File: config.mk
export PLATFORM = sky130hd
export DESIGN_NAME = bam_search_flat
export DESIGN_NICKNAME = d
export VERILOG_FILES = /design/src/sv/bam_pkg.sv /design/src/sv/bam_if.sv /design/src/sv/bam_search.sv /design/src/flat_wrapper.sv
export SDC_FILE = /design/constraint.sdc
export NUM_CORES = 2
export LEC_CHECK = 0
export BUFFER_PORTS_ARGS = -buffer_cell sky130_fd_sc_hd__buf_2
export CAP_MARGIN = 20
export CORE_ASPECT_RATIO = 0.7
export CORE_MARGIN = 2
export CORE_UTILIZATION = 56
export DETAILED_ROUTE_END_ITERATION = 12
export MAX_ROUTING_LAYER = met4
export PLACE_DENSITY = 0.75
export SLEW_MARGIN = 20
export SYNTH_ARGS = -nofsm -noshare
export SYNTH_HDL_FRONTEND = slang
export SYNTH_SLANG_ARGS = --single-unit
export TNS_END_PERCENT = 20
File: constraint.sdc
create_clock -name clk -period 5.3 [get_ports clk]
set_clock_uncertainty 0.15 [all_clocks]
set_input_delay 1.06 -clock clk [delete_from_list [all_inputs] [get_ports clk]]
set_output_delay 1.06 -clock clk [all_outputs]
set_load 0.01 [all_outputs]
File: src/sv/bam_pkg.sv
// Shared constants, command codes and control structs for the BFS adjacency-matrix block.
// No dependencies; every other file of the block depends on this package.
`default_nettype none

package bam_pkg;

    localparam int VERTEX_W         = 6;
    localparam int COUNT_W          = 7;
    localparam int MODE_W           = 2;
    localparam int MAX_VERTICES_DEF = 64;

    localparam logic [COUNT_W-1:0] VERTEX_COUNT_RESET = 7'd64;

    localparam logic [MODE_W-1:0] MODE_EDGE   = 2'd0;
    localparam logic [MODE_W-1:0] MODE_SEARCH = 2'd1;
    localparam logic [MODE_W-1:0] MODE_CLEAR  = 2'd2;

    typedef struct packed {
        logic                wr;
        logic                clr;
        logic [VERTEX_W-1:0] row;
        logic [VERTEX_W-1:0] col;
    } bam_adj_cmd_t;

    typedef struct packed {
        logic                en;
        logic [VERTEX_W-1:0] addr;
    } bam_rd_req_t;

    typedef struct packed {
        logic                go;
        logic [VERTEX_W-1:0] src;
        logic [COUNT_W-1:0]  count;
    } bam_start_t;

endpackage

`default_nettype wire

File: src/sv/bam_if.sv
// Valid/ready channel interfaces: command items, result items and the vertex count write.
// Depends on bam_pkg for field widths.
`default_nettype none


interface bam_res_if;
    logic                          valid;
    logic                          ready;
    logic [bam_pkg::VERTEX_W-1:0]  vertex;
    logic                          reached;
    logic [bam_pkg::VERTEX_W-1:0]  distance;
    logic [bam_pkg::VERTEX_W-1:0]  predecessor;
    logic                          last;

    modport source (output valid, output vertex, output reached, output distance,
                    output predecessor, output last, input ready);
    modport sink   (input valid, input vertex, input reached, input distance,
                    input predecessor, input last, output ready);
endinterface


`default_nettype wire

File: src/sv/bam_search.sv
// Search sequencer: vertex queue, visited bits, distance and predecessor memories,
// one-neighbor-per-cycle row scan and the result register. Depends on bam_pkg, bam_if.
`default_nettype none

module bam_search #(
    parameter int MAX_VERTICES = bam_pkg::MAX_VERTICES_DEF
) (
    input  wire logic                      clk,
    input  wire logic                      rst_n,
    input  wire bam_pkg::bam_start_t       start,
    output logic                           busy,
    output bam_pkg::bam_rd_req_t           adj_rd,
    input  wire logic [MAX_VERTICES-1:0]   adj_row,
    bam_res_if.source                      res
);
    import bam_pkg::*;

    localparam int AW = (MAX_VERTICES > 1) ? $clog2(MAX_VERTICES) : 1;
    localparam int CW = $clog2(MAX_VERTICES + 1);
    localparam logic [MAX_VERTICES-1:0] ROW_ONE = MAX_VERTICES'(1);

    typedef enum logic [6:0] {
        S_IDLE      = 7'b0000001,
        S_DEQ       = 7'b0000010,
        S_QRD       = 7'b0000100,
        S_SCAN      = 7'b0001000,
        S_EMIT_RD   = 7'b0010000,
        S_EMIT_LD   = 7'b0100000,
        S_EMIT_HOLD = 7'b1000000
    } bam_state_t;

    bam_state_t              state_reg, state_next;
    logic [AW-1:0]           idx_reg, idx_next;
    logic [CW-1:0]           head_reg, head_next;
    logic [CW-1:0]           tail_reg, tail_next;
    logic [CW-1:0]           n_reg, n_next;
    logic [MAX_VERTICES-1:0] visited_reg, visited_next;
    logic                    out_valid_reg, out_valid_next;
    logic                    out_load;

    logic [VERTEX_W-1:0]     out_vertex_reg;
    logic                    out_reached_reg;
    logic [VERTEX_W-1:0]     out_distance_reg;
    logic [VERTEX_W-1:0]     out_pred_reg;
    logic                    out_last_reg;

    logic [AW-1:0] dist_mem  [MAX_VERTICES];
    logic [AW-1:0] pred_mem  [MAX_VERTICES];
    logic [AW-1:0] queue_mem [MAX_VERTICES];

    logic          dist_we, pred_we, q_we;
    logic [AW-1:0] dist_waddr, pred_waddr, q_waddr;
    logic [AW-1:0] dist_wdata, pred_wdata, q_wdata;
    logic          dist_re, pred_re, q_re;
    logic [AW-1:0] dist_raddr;
    logic [AW-1:0] dist_rdata_reg, pred_rdata_reg, q_rdata_reg;

    logic          idx_last;
    logic          src_in_range;
    logic          hit;

    assign idx_last     = (CW'(idx_reg) + CW'(1)) == n_reg;
    assign src_in_range = COUNT_W'(start.src) < start.count;
    assign hit          = visited_reg[idx_reg];
    assign busy         = (state_reg != S_IDLE);

    always_comb
    begin
        state_next     = state_reg;
        idx_next       = idx_reg;
        head_next      = head_reg;
        tail_next      = tail_reg;
        n_next         = n_reg;
        visited_next   = visited_reg;
        out_valid_next = out_valid_reg;
        out_load       = 1'b0;
        dist_we        = 1'b0;
        dist_waddr     = idx_reg;
        dist_wdata     = dist_rdata_reg + AW'(1);
        pred_we        = 1'b0;
        pred_waddr     = idx_reg;
        pred_wdata     = q_rdata_reg;
        q_we           = 1'b0;
        q_waddr        = tail_reg[AW-1:0];
        q_wdata        = idx_reg;
        dist_re        = 1'b0;
        dist_raddr     = idx_reg;
        pred_re        = 1'b0;
        q_re           = 1'b0;
        adj_rd.en      = 1'b0;
        adj_rd.addr    = VERTEX_W'(q_rdata_reg);

        unique case (state_reg)
            S_IDLE:
            begin
                if (start.go)
                begin
                    n_next    = start.count[CW-1:0];
                    idx_next  = '0;
                    head_next = '0;
                    if (src_in_range)
                    begin
                        visited_next = ROW_ONE << start.src[AW-1:0];
                        dist_we      = 1'b1;
                        dist_waddr   = start.src[AW-1:0];
                        dist_wdata   = '0;
                        q_we         = 1'b1;
                        q_waddr      = '0;
                        q_wdata      = start.src[AW-1:0];
                        tail_next    = CW'(1);
                        state_next   = S_DEQ;
                    end
                    else
                    begin
                        visited_next = '0;
                        tail_next    = '0;
                        state_next   = S_EMIT_RD;
                    end
                end
            end
            S_DEQ:
            begin
                idx_next = '0;
                if (head_reg == tail_reg)
                begin
                    state_next = S_EMIT_RD;
                end
                else
                begin
                    q_re       = 1'b1;
                    head_next  = head_reg + CW'(1);
                    state_next = S_QRD;
                end
            end
            S_QRD:
            begin
                adj_rd.en  = 1'b1;
                dist_re    = 1'b1;
                dist_raddr = q_rdata_reg;
                state_next = S_SCAN;
            end
            S_SCAN:
            begin
                if (adj_row[idx_reg] && !hit)
                begin
                    visited_next[idx_reg] = 1'b1;
                    dist_we   = 1'b1;
                    pred_we   = 1'b1;
                    q_we      = 1'b1;
                    tail_next = tail_reg + CW'(1);
                end
                if (idx_last)
                begin
                    state_next = S_DEQ;
                end
                else
                begin
                    idx_next = idx_reg + AW'(1);
                end
            end
            S_EMIT_RD:
            begin
                dist_re    = 1'b1;
                pred_re    = 1'b1;
                state_next = S_EMIT_LD;
            end
            S_EMIT_LD:
            begin
                out_load       = 1'b1;
                out_valid_next = 1'b1;
                state_next     = S_EMIT_HOLD;
            end
            S_EMIT_HOLD:
            begin
                if (res.ready)
                begin
                    out_valid_next = 1'b0;
                    if (out_last_reg)
                    begin
                        state_next = S_IDLE;
                    end
                    else
                    begin
                        idx_next   = idx_reg + AW'(1);
                        state_next = S_EMIT_RD;
                    end
                end
            end
            default:
            begin
                state_next = S_IDLE;
            end
        endcase
    end

    always_ff @(posedge clk or negedge rst_n)
    begin
        if (!rst_n)
        begin
            state_reg     <= S_IDLE;
            idx_reg       <= '0;
            head_reg      <= '0;
            tail_reg      <= '0;
            n_reg         <= '0;
            visited_reg   <= '0;
            out_valid_reg <= 1'b0;
        end
        else
        begin
            state_reg     <= state_next;
            idx_reg       <= idx_next;
            head_reg      <= head_next;
            tail_reg      <= tail_next;
            n_reg         <= n_next;
            visited_reg   <= visited_next;
            out_valid_reg <= out_valid_next;
        end
    end

    always_ff @(posedge clk)
    begin
        if (dist_we)
        begin
            dist_mem[dist_waddr] <= dist_wdata;
        end
        if (dist_re)
        begin
            dist_rdata_reg <= dist_mem[dist_raddr];
        end
        if (pred_we)
        begin
            pred_mem[pred_waddr] <= pred_wdata;
        end
        if (pred_re)
        begin
            pred_rdata_reg <= pred_mem[idx_reg];
        end
        if (q_we)
        begin
            queue_mem[q_waddr] <= q_wdata;
        end
        if (q_re)
        begin
            q_rdata_reg <= queue_mem[head_reg[AW-1:0]];
        end
    end

    always_ff @(posedge clk)
    begin
        if (out_load)
        begin
            out_vertex_reg   <= VERTEX_W'(idx_reg);
            out_reached_reg  <= hit;
            out_distance_reg <= hit ? VERTEX_W'(dist_rdata_reg) : '0;
            out_pred_reg     <= (hit && dist_rdata_reg != '0) ? VERTEX_W'(pred_rdata_reg) : '0;
            out_last_reg     <= idx_last;
        end
    end

    assign res.valid       = out_valid_reg;
    assign res.vertex      = out_vertex_reg;
    assign res.reached     = out_reached_reg;
    assign res.distance    = out_distance_reg;
    assign res.predecessor = out_pred_reg;
    assign res.last        = out_last_reg;

    assert property (@(posedge clk) disable iff (!rst_n) head_reg <= tail_reg)
        else $error("queue head passed tail");

    assert property (@(posedge clk) disable iff (!rst_n) tail_reg <= n_reg || !busy)
        else $error("more vertices queued than in use");

    assert property (@(posedge clk) disable iff (!rst_n)
                     res.valid |-> state_reg == S_EMIT_HOLD)
        else $error("result shown outside emit hold");

    assert property (@(posedge clk) disable iff (!rst_n)
                     res.valid && res.ready && res.last |=> state_reg == S_IDLE)
        else $error("search did not finish after final result");

endmodule

`default_nettype wire
File: src/flat_wrapper.sv
// flat-port wrapper written by rule: the top's interface ports become plain ports
module bam_search_flat import bam_pkg::*;
#(
    parameter int MAX_VERTICES = bam_pkg::MAX_VERTICES_DEF
)
  (clk, rst_n, start, busy, adj_rd, adj_row, res_valid, res_vertex, res_reached, res_distance, res_predecessor, res_last, res_ready);
  bam_res_if res_i ();
  input  wire logic clk;
  input  wire logic rst_n;
  input  wire bam_pkg::bam_start_t start;
  output logic busy;
  output bam_pkg::bam_rd_req_t adj_rd;
  input  wire logic [MAX_VERTICES-1:0] adj_row;
  output wire logic [$bits(res_i.valid)-1:0] res_valid;
  output wire logic [$bits(res_i.vertex)-1:0] res_vertex;
  output wire logic [$bits(res_i.reached)-1:0] res_reached;
  output wire logic [$bits(res_i.distance)-1:0] res_distance;
  output wire logic [$bits(res_i.predecessor)-1:0] res_predecessor;
  output wire logic [$bits(res_i.last)-1:0] res_last;
  input wire logic [$bits(res_i.ready)-1:0] res_ready;
  assign res_valid = res_i.valid;
  assign res_vertex = res_i.vertex;
  assign res_reached = res_i.reached;
  assign res_distance = res_i.distance;
  assign res_predecessor = res_i.predecessor;
  assign res_last = res_i.last;
  assign res_i.ready = res_ready;
  bam_search #(.MAX_VERTICES(MAX_VERTICES)) u_core (.clk(clk), .rst_n(rst_n), .start(start), .busy(busy), .adj_rd(adj_rd), .adj_row(adj_row), .res(res_i));
endmodule
==> results.py <==
metrics = {
    "outcome": {
        "status": "completed",
    },
    "power_and_ir_drop": {
        "max-vdd-ir-drop_v": 0.000515,
        "report.power.total_w": 0.0259,
        "p_leak_nw": 19.5,
        "power.density_cell_area_mw_per_mm2": 430,
    },
    "sta": {
        "setup_violations": 0,
        "maxClockFrequency_mhz": 204,
        "tightest_slew_ns": 1.22,
        "rsz0062_at_grt": "no",
        "period_share_pct": 92.3,
        "finalHoldWorstSlack_ns": 0.271,
        "finalCriticalPeriod_ns": 4.89,
        "finalHoldViolCount": 0,
        "slew_headroom_pct": 18.3,
        "number_of_pins_exceeding_their_max_slew_limit_in_the_final_report": 0,
        "finalWorstSetupSlack_ns": 0.408,
    },
    "drt": {
        "postRouteWirelength_um": 151000,
        "wire_length_per_cell_after_detailed_routing_um": 30.1,
        "viasPerCell": 6.98,
        "routed-via-count": 35100,
        "first_pass_iters": 9,
        "drc_errors": 0,
        "ant_nets": 0,
        "iteration_0_drc_count_of_the_detailed_router": 6388,
    },
    "worst_setup_path": {
        "start_to_end_type_of_the_worst_setup_path": "flip-flop to flip-flop",
        "cell_by_cell_trace_of_the_critical_path": "nand2b_1 -> o32ai_1 -> o31a_1 -> or4_1 -> nor3_4 -> nand2_4 -> buf_12 -> buf_4 -> nor3_1",
        "worst_setup_path_start_kind": "flip-flop",
        "critPathMaxFanout": 30,
        "timing.critical_path.arrival_ns": 5.08,
        "cp_data_required_time_ns": 5.49,
        "slowest_cp_cell": "nor3_1",
        "worst_path_largest_cell_delay_ns": 0.89,
        "critical_path.n_buffers_inverters": 2,
        "critPathTopFamily": "simple AND/OR/NAND/NOR gates",
        "end_kind": "flip-flop",
    },
    "floorplan": {
        "initial_core_util_pct": 56.9,
        "placeableCoreArea_mm2": 0.0944,
        "die_area_mm2": 0.0984,
        "fp.dieH_um": 263,
        "die-width_um": 374,
        "placementRows": 94,
        "design.portCount": 110,
    },
    "final_layout": {
        "post_route_cells_drive_above_1_share_pct": 17.7,
        "most-common-layout-cells": "1190 x edfxtp_1, 256 x a21oi_1, 206 x nor2_1, 147 x nand2_1, 145 x o21ai_0",
        "final_common_cell": "edfxtp_1",
        "utilization_pct": 63.7,
        "areaGrowthSynthToFinish_pct": 12.0,
        "finish.instance_area_mm2": 0.0601,
        "design.final.nets": 3765,
        "biggestRegsByFlops": "u_core.dist_mem x384, u_core.pred_mem x384, u_core.queue_mem x384",
    },
    "place": {
        "placed_area_mm2": 0.0562,
        "dp_worst_setup_slack_ns": 0.472,
        "port_buffers": 109,
        "gpl.final_weighted_congestion": 0.966,
        "dpl_wire_length_um": 95600,
    },
    "yosys": {
        "yosys_most_used_dff": "edfxtp_1",
        "async_reset_ff_share_pct": 7.68,
        "syn_nets": 3657,
        "yosys_warnings": 0,
        "synth-seq-area-share_pct": 71.2,
        "synth_cells": 3566,
        "synth_edf_count": 1190,
        "yosys_register_bits": 1289,
        "syn_area_mm2": 0.0537,
        "synth.lib_cells_used.distinct": 83,
        "avgSynthCellArea_um2": 15.1,
    },
    "worst_hold_path": {
        "min_path_type": "input port to async pin",
    },
    "global_route": {
        "grt_pass1_vias": 33100,
        "global_route_wire_length_before_repair_um": 222000,
        "globalRouteTotalUtil_pct": 31.3,
        "gr-total-overflow": 0,
        "antenna_violations_before_repair": 4,
        "grt_start_max_net_pins": 98,
    },
    "clocking": {
        "postCtsSetupBuffers": 0,
        "cts_hold_buffers": 0,
        "root_buffer": "clkbuf_16",
        "htree_levels": 3,
        "clk-insertion-delay-late_ns": 0.74,
        "cts.sinks": 1289,
        "worst_setup_hold_path_clk_slew_ns": 0.07,
        "cts-root-to-sink-buffers": 3,
        "cts-buffers-inserted": 115,
        "post_cts.resized_instances": 0,
        "tritoncts_clock_tree": "built",
    },
    "run": {
        "max-cap-violations": 0,
    },
}
==> worst reg2reg max path: stages, from the launching register on <==
cell,delay (ns)
dfrtp_4,0.71
nand2b_1,0.49
o32ai_1,0.14
o31a_1,0.33
or4_1,0.63
nor3_4,0.45
nand2_4,0.24
buf_12,0.24
buf_4,0.21
nor3_1,0.89
==> worst paths after layout <==
check / endpoint / depth (start not counted) / slack [ns] / from
min reg2reg: u_core.n_reg[0] / 2 / 0.38 / u_core.n_reg[0]
min: u_core.visited_reg[21] / 1 / 0.27 / rst_n
max reg2reg: u_core.queue_mem[53][1] / 9 / 0.41 / u_core.idx_reg[2]
min in group clk: u_core.n_reg[0] / 2 / 0.38 / u_core.n_reg[0]
max: u_core.queue_mem[53][1] / 9 / 0.41 / u_core.idx_reg[2]
max in group asynchronous: u_core.head_reg[1] / 2 / 3.54 / rst_n
==> synth_stat cells, drive strengths merged (23+ instances only) <==
master | n | share of area (%)
o22a | 63 | 1.0
dfrtp | 98 | 4.6
mux4 | 129 | 5.4
nand2 | 151 | 1.1
a31oi | 42 | 0.49
mux2i | 102 | 1.9
and2 | 23 | 0.27
mux2 | 29 | 0.61
a22oi | 103 | 1.4
o41ai | 28 | 0.46
clkbuf | 173 | 1.2
nand4 | 24 | 0.28
nor2 | 216 | 1.5
a22o | 32 | 0.52
a21oi | 258 | 2.4
buf | 97 | 0.86
nor3 | 147 | 1.4
nand3 | 138 | 1.3
inv | 25 | 0.17
o22ai | 25 | 0.30
edfxtp | 1190 | 67
a221oi | 34 | 0.55
o21ai | 155 | 1.5
and3 | 27 | 0.31
==> cells by family (layout without fill, tap and decap cells) <==
family,after synthesis,after routing,share of synthesized area [%]
buf+inv,296,504,2.25
fa+ha+maj,10,10,0.233
xor+xnor,21,21,0.343
flops,1289,1289,71.2
mux,260,260,7.92
other cells,0,5,0
compound gates,849,849,10.4
simple gates,841,841,7.67
==> metal layers <==
metal  routed length (um)  track usage (%)
met2                64300             42.2
met1                59600             46.1
met4                 4310             8.57
met3                22800             9.56
met5                    0                -
==> through the flow <==
stage	TNS, ns	cells
floorplan	-126.41	3566
global placement	0	4802
detailed placement	0	4802
CTS	0	5019
global route	0	5026
finish	0	5027
==> area by class of cell <==
cell class	count	area (um2)
antenna	5	12.5
multi-input combinational	1981	14600
sequential	1289	38200
timing repair buffer	261	1870
fill	6473	34300
inverter	26	97.6
clock inverter	76	759
clock buffer	141	3030
tap	1248	1560
==> power breakdown <==
group / total, W / internal, W / leakage (nW) / switching (W)
Combinational: 0.00502 / 0.00174 / 5.43 / 0.00328
Sequential: 0.0124 / 0.0120 / 12.2 / 0.000390
Clock: 0.00846 / 0.00467 / 1.86 / 0.00379
(Power assumes the default switching activity.)
